**src/sv/substring_first_last_matcher_assert.svh**
```systemverilog
// Assertion macros for the substring matcher.
`ifndef SUBSTRING_FIRST_LAST_MATCHER_ASSERT_SVH
`define SUBSTRING_FIRST_LAST_MATCHER_ASSERT_SVH

`ifndef ASSERT_OFF
// Check a property on every clock edge outside reset.
`define SFLM_ASSERT(lbl, clk, rst, prop, msg) \
   lbl: assert property (@(posedge clk) disable iff (rst) prop) else $error(msg);
// Check a property on every clock edge, reset included.
`define SFLM_ASSERT_ALWAYS(lbl, clk, prop, msg) \
   lbl: assert property (@(posedge clk) prop) else $error(msg);
`else
`define SFLM_ASSERT(lbl, clk, rst, prop, msg)
`define SFLM_ASSERT_ALWAYS(lbl, clk, prop, msg)
`endif

`endif

```
**src/sv/sflm_pkg.sv**
```systemverilog
// Shared types, constants and helpers of the substring matcher.
package sflm_pkg;

   localparam int DEF_MAX_PATTERN   = 16;
   localparam int DEF_CHAR_BITS     = 8;
   localparam int DEF_POSITION_BITS = 16;

   localparam int OPCODE_BITS    = 2;
   localparam int CHAR_IN_BITS   = 8;
   localparam int INDEX_OUT_BITS = 16;
   localparam int CSR_INDEX_BITS = 2;
   localparam int CSR_DATA_BITS  = 1;
   localparam int FOLD_BITS      = 32;

   localparam logic [OPCODE_BITS-1:0] OP_CLEAR  = 2'd0;
   localparam logic [OPCODE_BITS-1:0] OP_APPEND = 2'd1;
   localparam logic [OPCODE_BITS-1:0] OP_TEXT   = 2'd2;
   localparam logic [OPCODE_BITS-1:0] OP_END    = 2'd3;

   localparam logic [CSR_INDEX_BITS-1:0] CSR_CASE_INSENSITIVE = 2'd0;
   localparam logic [CSR_INDEX_BITS-1:0] CSR_FIND_LAST        = 2'd1;

   localparam logic [FOLD_BITS-1:0] LOWER_A    = 32'h61;
   localparam logic [FOLD_BITS-1:0] LOWER_Z    = 32'h7A;
   localparam logic [FOLD_BITS-1:0] CASE_DELTA = 32'h20;

   // Per-cell control, decoded once in the top level.
   typedef struct packed {
      logic load;    // write the pattern character into this cell
      logic shift;   // a text character arrives
      logic clear;   // drop the partial match
      logic fold;    // case-insensitive compare
      logic active;  // cell lies inside the current pattern
      logic last;    // cell holds the final pattern character
   } cell_ctrl_type;

   typedef struct packed {
      logic                      found;
      logic [INDEX_OUT_BITS-1:0] match_index;
      logic                      pattern_overflow;
      logic                      position_overflow;
   } rsp_type;

   // Fold ASCII a-z to A-Z when enabled.
   function automatic logic [FOLD_BITS-1:0] fold_char(input logic [FOLD_BITS-1:0] c,
                                                      input logic en);
      if (en && c >= LOWER_A && c <= LOWER_Z) begin
         return c - CASE_DELTA;
      end
      return c;
   endfunction

endpackage

```
**src/sv/sflm_cell.sv**
```systemverilog
// One pattern cell: a stored character and its partial-match bit.
module sflm_cell import sflm_pkg::*; #(
   parameter int CHAR_BITS = DEF_CHAR_BITS
) (
   input  logic                 clock,
   input  logic                 reset,
   input  cell_ctrl_type        ctrl,
   input  logic [CHAR_BITS-1:0] load_char,
   input  logic [CHAR_BITS-1:0] text_char,   // already folded
   input  logic                 prev_match,
   output logic                 match,
   output logic                 tail_hit
);

   logic [CHAR_BITS-1:0] char_ff;
   logic                 match_ff;
   logic                 match_in;
   logic [FOLD_BITS-1:0] folded;
   logic                 equal;

   assign folded = fold_char(FOLD_BITS'(char_ff), ctrl.fold);
   assign equal  = (folded[CHAR_BITS-1:0] == text_char);

   always_comb begin
      match_in = match_ff;
      if (ctrl.clear) begin
         match_in = 1'b0;
      end else if (ctrl.shift) begin
         match_in = prev_match & equal & ctrl.active;
      end
   end

   always_ff @(posedge clock) begin
      if (reset) begin
         match_ff <= 1'b0;
      end else begin
         match_ff <= match_in;
      end
   end

   always_ff @(posedge clock) begin
      if (ctrl.load) begin
         char_ff <= load_char;
      end
   end

   assign match    = match_ff;
   assign tail_hit = match_in & ctrl.last & ctrl.shift;

endmodule

```
**config.mk**
```make
export PLATFORM = sky130hd
export DESIGN_NAME = sflm_cell
export DESIGN_NICKNAME = d
export VERILOG_FILES = /design/src/sv/substring_first_last_matcher_assert.svh /design/src/sv/sflm_pkg.sv /design/src/sv/sflm_cell.sv
export SDC_FILE = /design/constraint.sdc
export NUM_CORES = 1
export LEC_CHECK = 0
export ABC_CLOCK_PERIOD_IN_PS = 2100
export BUFFER_PORTS_ARGS = -buffer_cell sky130_fd_sc_hd__buf_2
export CORE_AREA = 2 2 39 41
export CTS_BUF_LIST = sky130_fd_sc_hd__clkbuf_8
export CTS_CLUSTER_DIAMETER = 100
export DETAILED_ROUTE_END_ITERATION = 8
export DIE_AREA = 0 0 41 43
export PLACE_DENSITY = 0.73
export SYNTH_ARGS = -nofsm -noshare
export SYNTH_HDL_FRONTEND = slang
export SYNTH_SLANG_ARGS = --single-unit
export TNS_END_PERCENT = 1
```
**constraint.sdc**
```tcl
create_clock -name clock -period 2.1 [get_ports clock]
set_clock_uncertainty 0.15 [all_clocks]
set_input_delay 0.105 -clock clock [delete_from_list [all_inputs] [get_ports clock]]
set_output_delay 0.105 -clock clock [all_outputs]
set_load 0.03 [all_outputs]
```
-- Yosys cells after proc, flatten, opt, wreduce, memory -nomap -nowiden
Cells that the tools add are included.
- reductions and logical operators: 2
- add/sub/neg operators: 1
- magnitude comparators: 2
- equal/unequal tests: 1
- muxes and demuxes: 5
- bitwise logic cells: 4
- operators with widths (kind ; number):
    $mux W8 ; 2
    $eq A8 B8 Y1 ; 1
    $ge A8 B7 Y1 const B ; 1
    $le A8 B7 Y1 const B ; 1
    $sub A8 B6 Y8 const B ; 1
    $and A1 B1 Y1 ; 4
    $mux W1 ; 3
    $logic_and A1 B1 Y1 ; 2
- bits in registers: 9
- output and inout bits: 2
- logic and storage cells: 17
- input bits: 25

-- Depth between registers and ports, before layout
Gate-level depths: netlist (run 1).
- depth after elaboration: 12
- depth in mapped cells: 7
- depth with buffers taken out: 7

-- Worst setup path after synthesis (run 1)
OpenSTA, ideal clock, no wires.
- path kind: register to output
- start point: register char_ff[2]
- end point: output port tail_hit
- cell stages (with the launch flop): 6
- setup slack: 0.016 ns
- arrival: 1.829 ns
- path through: edfxtp_1 -> or4_4 -> o22ai_2 -> nor3_1 -> nor4_2 -> and4b_1
- longest elaborated chain between the ends: 12
- ends and longest elaborated chain (what ; line ; source):
    start, declared ; sflm_cell.sv:15 ; logic [CHAR_BITS-1:0] char_ff;
    start signal, assigned ; sflm_cell.sv:43 ; char_ff <= load_char;
    $ge A8 B7 Y1 ; sflm_pkg.sv:47 ; if (en && c >= LOWER_A && c <= LOWER_Z) begin
    $logic_and A1 B1 Y1 (2 in series) ; sflm_pkg.sv:47 ;
    $mux W1 ; sflm_pkg.sv:47 ;
    $mux W8 * ; sflm_pkg.sv:50 ; return c;
    $eq A8 B8 Y1 * ; sflm_cell.sv:22 ; assign equal = (folded[CHAR_BITS-1:0] == text_char);
    $and A1 B1 Y1 * (2 in series) ; sflm_cell.sv:29 ; match_in = prev_match & equal & ctrl.active;
    $mux W1 * ; sflm_cell.sv:28 ; end else if (ctrl.shift) begin
    $mux W1 * ; sflm_cell.sv:26 ; if (ctrl.clear) begin
    $and A1 B1 Y1 * (2 in series) ; sflm_cell.sv:48 ; assign tail_hit = match_in & ctrl.last & ctrl.shift;
    end, declared ; sflm_cell.sv:12 ; output logic tail_hit
Every way passes the cells marked *; elsewhere a longest branch is shown, timed or not. The select of a mux whose other input is x is not followed.

-- Worst setup path in the final report (run 1)
- start point: register char_ff[3]
- end point: output port tail_hit
The elaborated chain is that of the path after synthesis.

==> summary.txt, run 1 <==
Run status
  • Status: finished, violations left
  • Failing checks: setup timing

Logic synthesis
  • Area leader, netlist: edfxtp_1
  • EDFF count, synth: 8
  • Top-count cell post-synth: edfxtp_1
  • Synth Flop Type: edfxtp_1
  • Number of synthesized register bits: 9
  • Seq/Total Area, Yosys: 0.477
  • Synth top area share: 0.440
  • Net Count, Synth: between 70 and 80
  • Syn Inst Count: 49
  • Mapped Area: around 550 µm²
  • Mapped Avg Cell Area: between 10 and 15 µm²
  • Top cells by area, synth: edfxtp_1 (44%), xor2_1 (9.6%), nor2b_1 (4.6%)
  • Top post-synthesis cells by count: edfxtp_1 (8), xor2_1 (6), nor2b_1 (4)
  • Post-synth ARST share: 0
  • Library cells used by synthesis: 25
  • YS warnings: 0

GRT
  • Gr usage total: 0.216
  • Global-route wire length before repair: approximately 2300 µm
  • Number of global-route vias before repair: roughly 600
  • Total gr overflow: 0
  • Initial antenna violation count: 0
  • Largest net degree at the start of global routing: 9

Placement
  • HPWL Detailed: 860 µm
  • Input/output buffers: 26
  • Placed insts: 98
  • Placed cell area: between 700 and 800 µm²
  • GPL Wtd Cong: between 0.7 and 0.8
  • Dpl ws: -0.0267 ns

Route
  • DRT Wirelength: roughly 1500 µm
  • Via Count: approximately 570
  • Pre-antenna DRT Iters: 2
  • DRC Markers: 0
  • Vias per cell: a little under 5
  • WL/cell: approximately 13 µm
  • DRT antenna net count: 0
  • DRT iter0 DRCs: 7

Die
  • # IOs: 27
  • Core ar.: around 0.0014 mm²
  • Die H: 43 µm
  • Num rows: 14
  • Die span in x: between 40 and 50 µm
  • Starting Density: 0.394
  • Die footprint: 0.00176 mm²

Final layout
  • FILL cells: 95
  • Final instance area: 957 µm²
  • Non-Filler Instances: ~120
  • # nets final: roughly 130
  • Antenna fix cells: 0
  • P&R area growth vs syn: 75.5%
  • Layout cells sized above 1: 0.470

CTS
  • H-tree level count: 1
  • Worst-Skew Late Latency: 0.24 ns
  • TritonCTS Sinks: 9
  • CTS tree: built
  • TritonCTS Buffers: 3
  • Root buf cell: clkbuf_8
  • Clock tree buffer depth: 2
  • Clk slew on worst S/H paths: ~0.050 ns

STA
  • Hold slack: 0.0533 ns
  • Slew of the pin with the lowest slew margin: approximately 0.40 ns
  • Final number of setup-violating endpoints: 1
  • Final worst path period need: 2.29 ns
  • Fmax: 0.436 GHz
  • Final hold vios: 0
  • Final worst-path cycle share: 1.09
  • Final Worst Setup Slack: -0.191 ns
  • RSZ-0062 raised after global routing: true
  • Slew Viols, Final: 0
  • Rel. slew slack: 0.731

Critical path
  • Crit path required time: approximately 1.9 ns
  • Worst-path maximum fanout: 2
  • Critical Path Source: char_ff[3]
  • Critical Path Source Type: register
  • Kind of critical path: register to output port
  • WP data arrival: 2.04 ns
  • Crit end category: output port
  • Number of cells on the worst reg-to-reg path: 7
  • Critical R2R Launch: char_ff[3]

Worst hold path
  • Hold Startpoint: ctrl[4]
  • Worst min path class: input port to register
  • Hold path cells: 3

Power
  • Switching Share: 0.246
  • Sequential power share: 0.402
  • Cell Pwr Density: 570 mW/mm²
  • Switch Pwr: approximately 0.13 mW
  • Total Power: 0.546 mW
  • Clock share of power: 0.364
  • Maximum VDD drop: 0.474 mV
  • Static leakage: 0.434 nW
  • Internal: 0.412 mW
  • Logic pwr share: 0.234

Run
  • Max_cap viols: 0
[power by group through the flow]
stage          Clock (mW)  Combinational, mW  Sequential [mW]
2_1_floorplan           0             0.0430            0.224
4_1_cts             0.191              0.115            0.221
3_3_place_gp            0             0.0907            0.222
6_report            0.199              0.128            0.220
3_5_place_dp            0             0.0923            0.223
5_1_grt             0.210              0.138            0.221
[registers in the layout, indices dropped and copies added, names as in the netlist]
signal,flops
char_ff,8
match,1
[critical path, stage by stage, from the launching register on]
cell      delay, ns
edfxtp_1       0.40
buf_4          0.15
buf_4          0.13
xor2_1         0.13
nor4_1         0.25
nand4_1        0.20
nor4_4         0.18
and4b_1        0.24
buf_6          0.13
[stage by stage]
stage	TNS, ns	utilization
2_1_floorplan	0	-
3_3_place_gp	0	0.541
3_5_place_dp	-0.0267	0.541
4_1_cts	-0.224	0.670
5_1_grt	-0.271	0.692
6_report	-0.191	0.692
[logic make-up after synthesis]
group | Yosys count | share of synthesized area
AO/OA/AOI/OAI | 11 | 0.158
buffers and inverters | 3 | 0.0206
XOR/XNOR | 6 | 0.0963
AND/OR/NAND/NOR | 19 | 0.225
flip-flops | 9 | 0.477
adder cells (fa/ha/maj) | 1 | 0.0229
[what timing repair did]
action | CTS | global route
pin swaps | 3 | 3
endpoints found under the hold margin | 9 | 0
gates resized for setup | 4 | 3
setup buffers | 2 | 2
hold buffers | 10 | 0
setup endpoints to repair | 1 | 1
[area by class of cell]
type	instances	area (µm²)	share of cell area
multi-input combinational	37	302	0.315
timing repair buffer	47	319	0.333
inverter	3	11.3	0.0118
tap	16	20.0	0.0209
clock inverter	1	3.75	0.00392
clock buffer	3	41.3	0.0431
sequential	9	260	0.272
[metal layers]
layer / routed length (µm) / vias to the layer above / GRT usage
li1: - / 289 / -
met1: 541 / 260 / 0.179
met2: 803 / 16 / 0.366
met3: 76 / 4 / 0.0785
met4: 59 / 0 / 0.180
met5: 0 / - / 0
[path summary, 6_finish.rpt]
check | end | slack, ns
worst min-delay path | match | 0.05
worst max-delay path | tail_hit | -0.19
worst min register to register | match | 0.42
worst max register to register | match | 0.13
[placed cells by master (no fill, tap or decap)]
master / count
buf_4: 11
a21oi_2: 1
nor2_1: 1
nand3b_1: 2
o21a_1: 1
or4_4: 1
nand4_1: 1
xor2_1: 6
clkbuf_8: 3
nor2b_1: 4
and2_1: 1
a22oi_1: 1
dlygate4sd3_1: 10
nor4_4: 1
nand2_1: 2
a21o_1: 1
edfxtp_1: 8
a211oi_1: 3
buf_2: 25
nor3_2: 1
nand2_2: 1
dfxtp_1: 1
o22ai_1: 1
nand3_1: 2
o22ai_4: 1
and4b_1: 1
o41a_2: 1
buf_6: 1
a21oi_1: 1
ha_1: 1
nor4_1: 1
inv_1: 4
Note: power is estimated with default switching activity, not from simulation.
==> run 2: changes to the inputs <==
==> constraint.sdc (replaced) <==
create_clock -name clock -period 2.1 [get_ports clock]
set_clock_uncertainty 0.15 [all_clocks]
set_input_delay 0.42 -clock clock [delete_from_list [all_inputs] [get_ports clock]]
set_output_delay 0.42 -clock clock [all_outputs]
set_load 0.03 [all_outputs]
==> summary.txt, run 2 (synthesis gave the netlist of run 1 again) <==
STA
  • Fmax: roughly 0.38 GHz
  • Final worst path period need: roughly 2.6 ns
  • Hold slack: between 0.2 and 0.25 ns
  • Slew Viols, Final: 0
  • RSZ-0062 raised after global routing: true
  • Final hold vios: 0
  • Slew of the pin with the lowest slew margin: between 0.2 and 0.3 ns
  • Setup TNS: -0.536 ns
  • Rel. slew slack: 0.824
  • Final worst-path cycle share: 1.26
  • Final number of setup-violating endpoints: 1
  • Final Worst Setup Slack: -0.536 ns

Final layout
  • Multi-input logic area: about 290 µm²
  • Antenna fix cells: 0
  • Largest Register: char_ff
  • Max FFs per register: 8
  • Layout cells sized above 1: 0.537
  • P&R area growth vs syn: 61.5%
  • Most frequent cells in the layout: buf_2 (25), buf_4 (16), edfxtp_1 (8)
  • Non-Filler Instances: between 100 and 150
  • Final instance area: ~880 µm²
  • Finished Core Util: 0.637
  • Most common cell after layout, fill and taps aside: buf_2
  • # nets final: between 100 and 150
  • FILL cells: about 120
  • Sequential cell area: between 200 and 300 µm²

Placement
  • GPL Wtd Cong: roughly 0.81
  • Placed cell area: 817 µm²
  • HPWL Detailed: between 1000 and 1500 µm
  • Input/output buffers: 26
  • Dpl ws: -0.404 ns
  • Placed insts: approximately 110

Worst hold path
  • Hold Startpoint: load_char[2]
  • Hold Path End: char_ff[2]
  • Worst min path class: input port to register
  • Hold path cells: 1

GRT
  • Gr usage total: 0.173
  • Initial antenna violation count: 0
  • Largest net degree at the start of global routing: 9
  • Global-route wire length before repair: 2000 µm
  • Total gr overflow: 0
  • Number of global-route vias before repair: 550

Die
  • Starting Density: 0.394
  • Die footprint: 0.00176 mm²
  • # IOs: 27
  • Die span in x: around 40 µm
  • Die H: 43 µm
  • Num rows: 14
  • Core ar.: 0.00138 mm²

Critical path
  • Kind of critical path: register to output port
  • Crit end category: output port
  • Worst-path maximum fanout: 3
  • Crit path required time: 1.53 ns
  • R2R Setup Slk: about 0.29 ns
  • Reg2reg end: match
  • Critical Path Source Type: register
  • Critical R2R Launch: char_ff[2]
  • WP data arrival: slightly above 2 ns
  • Number of cells on the worst reg-to-reg path: 5

CTS
  • CTS tree: built
  • Root buf cell: clkbuf_8
  • H-tree level count: 1
  • Worst-Skew Late Latency: 0.22 ns
  • Clk slew on worst S/H paths: 0.04 ns
  • TritonCTS Buffers: 3
  • Postcts setup bufs: 0
  • Clock tree buffer depth: 2
  • TritonCTS Sinks: 9

Route
  • Pre-antenna DRT Iters: 2
  • WL/cell: 10.7 µm
  • DRT Wirelength: 1190 µm
  • DRC Markers: 0
  • Vias per cell: 4.83
  • Via Count: about 540
  • DRT antenna net count: 0
  • DRT iter0 DRCs: 2

Power
  • Cell Pwr Density: between 500 and 600 mW/mm²
  • Maximum VDD drop: between 0.3 and 0.4 mV
  • Total Power: about 0.52 mW
  • Static leakage: 0.413 nW

Run
  • Max_cap viols: 0

Run status
  • Failing checks: setup timing
  • Status: finished, violations left
## run 2: cell count changes in the layout (fill, tap and decap cells not counted)
cell,change
a21oi_1,+1
a21oi_2,-1
and4b_1,-1
and4b_2,+1
buf_4,+5
dlygate4sd3_1,-10
nand2_1,+1
nand2_2,-1
nor4_2,+1
nor4_4,-1
## run 2: worst max-delay path, cell delays in order, from the launching register on
cell and delay, ns:
edfxtp_1 0.37, or4_4 0.56, o22ai_4 0.15, nor3_2 0.07
nor4_2 0.28, and4b_2 0.27, buf_6 0.13
## run 2: worst max path at each step
stage | start | to | slack (ns) | depth (start not counted)
final | char_ff[2] | tail_hit | -0.54 | 6
after global routing | char_ff[3] | tail_hit | -0.63 | 6
after CTS | char_ff[2] | tail_hit | -0.55 | 6
after detailed placement | text_char[7] | tail_hit | -0.40 | 6
after global placement | text_char[7] | tail_hit | -0.38 | 6
after floorplan | char_ff[2] | tail_hit | -0.23 | 5
## run 2: area by class of cell
cell class,instances,share of cell area
Clock buffer,3,0.0469
Multi-Input combinational cell,37,0.327
Inverter,3,0.0128
Tap cell,16,0.0227
Sequential cell,9,0.295
Clock inverter,1,0.00426
Timing Repair Buffer,42,0.291
## run 2: power breakdown
group	switching [mW]	internal [mW]
Clock	0.0587	0.126
Combinational	0.0493	0.0672
Sequential	0.00834	0.210
## run 2: routing by layer
layer	wire [µm]	vias to the layer above	share of wire	track usage
met2	693	11	0.58	0.288
met1	449	245	0.38	0.182
met3	39	2	0.033	0.0314
met4	8	0	0.0067	0.120
li1	-	278	-	-
met5	0	-	0	0
## run 2: repair_timing
action | 4_1_cts | 5_1_grt
gates resized for setup | 4 | 0
hold buffers | 0 | 0
setup endpoints to repair | 1 | 1
==> run 3: changes to the inputs <==
--- a/config.mk
+++ b/config.mk
@@ -8,7 +8,7 @@
 export ABC_CLOCK_PERIOD_IN_PS = 2100
 export BUFFER_PORTS_ARGS = -buffer_cell sky130_fd_sc_hd__buf_2
 export CORE_AREA = 2 2 39 41
-export CTS_BUF_LIST = sky130_fd_sc_hd__clkbuf_8
+export CTS_BUF_LIST = sky130_fd_sc_hd__clkbuf_4 sky130_fd_sc_hd__clkbuf_8
 export CTS_CLUSTER_DIAMETER = 100
 export DETAILED_ROUTE_END_ITERATION = 8
 export DIE_AREA = 0 0 41 43
==> summary.txt, run 3 (synthesis gave the netlist of run 1 again) <==
Run status
  • Status: finished, violations left
  • Failing checks: setup timing

CTS
  • H-tree level count: 1
  • TritonCTS Sinks: 9
  • Worst-Skew Late Latency: about 0.25 ns
  • TritonCTS Buffers: 3
  • Clk slew on worst S/H paths: 0.05 ns
  • Postcts setup bufs: 0
  • Root buf cell: clkbuf_4
  • Clock tree buffer depth: 2
  • Number of hold buffers added after CTS: 0
  • CTS tree: built

Final layout
  • P&R area growth vs syn: 58.7%
  • Most common cell after layout, fill and taps aside: buf_2
  • Layout cells sized above 1: 0.547
  • Largest Register: char_ff
  • Finished Core Util: 0.626
  • Most frequent cells in the layout: buf_2 (25), buf_4 (16), edfxtp_1 (8)
  • Max FFs per register: 8
  • # nets final: between 100 and 150
  • Antenna fix cells: 0

Critical path
  • Crit end category: output port
  • Kind of critical path: register to output port
  • Crit path required time: around 1.5 ns
  • R2R Setup Slk: 0.29 ns
  • Critical Path Source Type: register
  • Worst-path maximum fanout: 3
  • WP data arrival: 2.09 ns

Die
  • # IOs: 27
  • Die footprint: roughly 0.0018 mm²
  • Die H: roughly 43 µm
  • Die span in x: approximately 40 µm
  • Num rows: 14
  • Core ar.: around 0.0014 mm²
  • Starting Density: 0.394

STA
  • Final number of setup-violating endpoints: 1
  • Final hold vios: 0
  • Setup TNS: -0.564 ns
  • Rel. slew slack: 0.824
  • Final worst-path cycle share: 1.27
  • Slew of the pin with the lowest slew margin: about 0.26 ns
  • Fmax: roughly 0.38 GHz
  • Slew Viols, Final: 0
  • Final Worst Setup Slack: -0.564 ns
  • RSZ-0062 raised after global routing: true
  • Final worst path period need: between 2 and 3 ns

Route
  • Via Count: between 500 and 600
  • Vias per cell: 4.76
  • DRT Wirelength: 1180 µm
  • WL/cell: 10.6 µm
  • DRT iter0 DRCs: 0
  • Pre-antenna DRT Iters: 1
  • DRT antenna net count: 0
  • DRC Markers: 0

Run
  • Max_cap viols: 0

Power
  • Static leakage: about 0.4 nW
  • Total Power: around 0.47 mW
  • Maximum VDD drop: about 0.31 mV
  • Cell Pwr Density: 543 mW/mm²

Placement
  • HPWL Detailed: slightly above 1000 µm
  • GPL Wtd Cong: 0.811
  • Input/output buffers: 26

GRT
  • Number of global-route vias before repair: 544
  • Total gr overflow: 0
  • Initial antenna violation count: 0
  • Global-route wire length before repair: roughly 2000 µm
  • Largest net degree at the start of global routing: 9
  • Gr usage total: 0.172

Worst hold path
  • Worst min path class: input port to register
run 3: area by class of cell:
| type | instances | area [µm²] |
|---|---|---|
| fill | 119 | 518 |
| tap | 16 | 20.0 |
| clock buffer | 4 | 30.0 |
| sequential | 9 | 260 |
| timing repair buffer | 42 | 256 |
| inverter | 3 | 11.3 |
| multi-input combinational | 37 | 288 |
run 3: path summary, 6_finish.rpt:
kind	from	end	cells past startpoint
setup / recovery	char_ff[2]	tail_hit	6
hold reg to reg	match	match	2
hold / removal	load_char[7]	char_ff[7]	1
setup reg to reg	char_ff[2]	match	5
run 3: per-stage QoR:
stage,hold WS [ns],std cells,instance area (µm²),setup WS [ns]
floorplan,0.369,49,547,-0.233
global placement,0.411,107,817,-0.382
CTS,0.176,111,866,-0.585
global route,0.173,111,866,-0.671
finish,0.192,111,866,-0.564
detailed placement,0.423,107,817,-0.404
run 3: routing by layer:
metal,part of all wire,GRT usage,routed length (µm)
met5,0,0,0
met4,0.0068,0.120,8
met3,0.033,0.0314,39
met2,0.59,0.288,694
met1,0.37,0.179,439
run 3: power by group:
group	switching, mW	internal (mW)	total, mW
logic	0.0493	0.0672	0.116
registers	0.00831	0.210	0.218
clock network	0.0503	0.0854	0.136
total	0.108	0.362	0.470
run 3: what timing repair did:
action,in CTS,in global routing
resized for setup,4,0
cloned,0,0
setup endpoints to repair,1,1
run 3: worst max-delay path, cell delays in order (launching register included):
cell,delay (ns)
edfxtp_1,0.38
or4_4,0.56
o22ai_4,0.15
nor3_2,0.07
nor4_2,0.28
and4b_2,0.27
buf_6,0.13
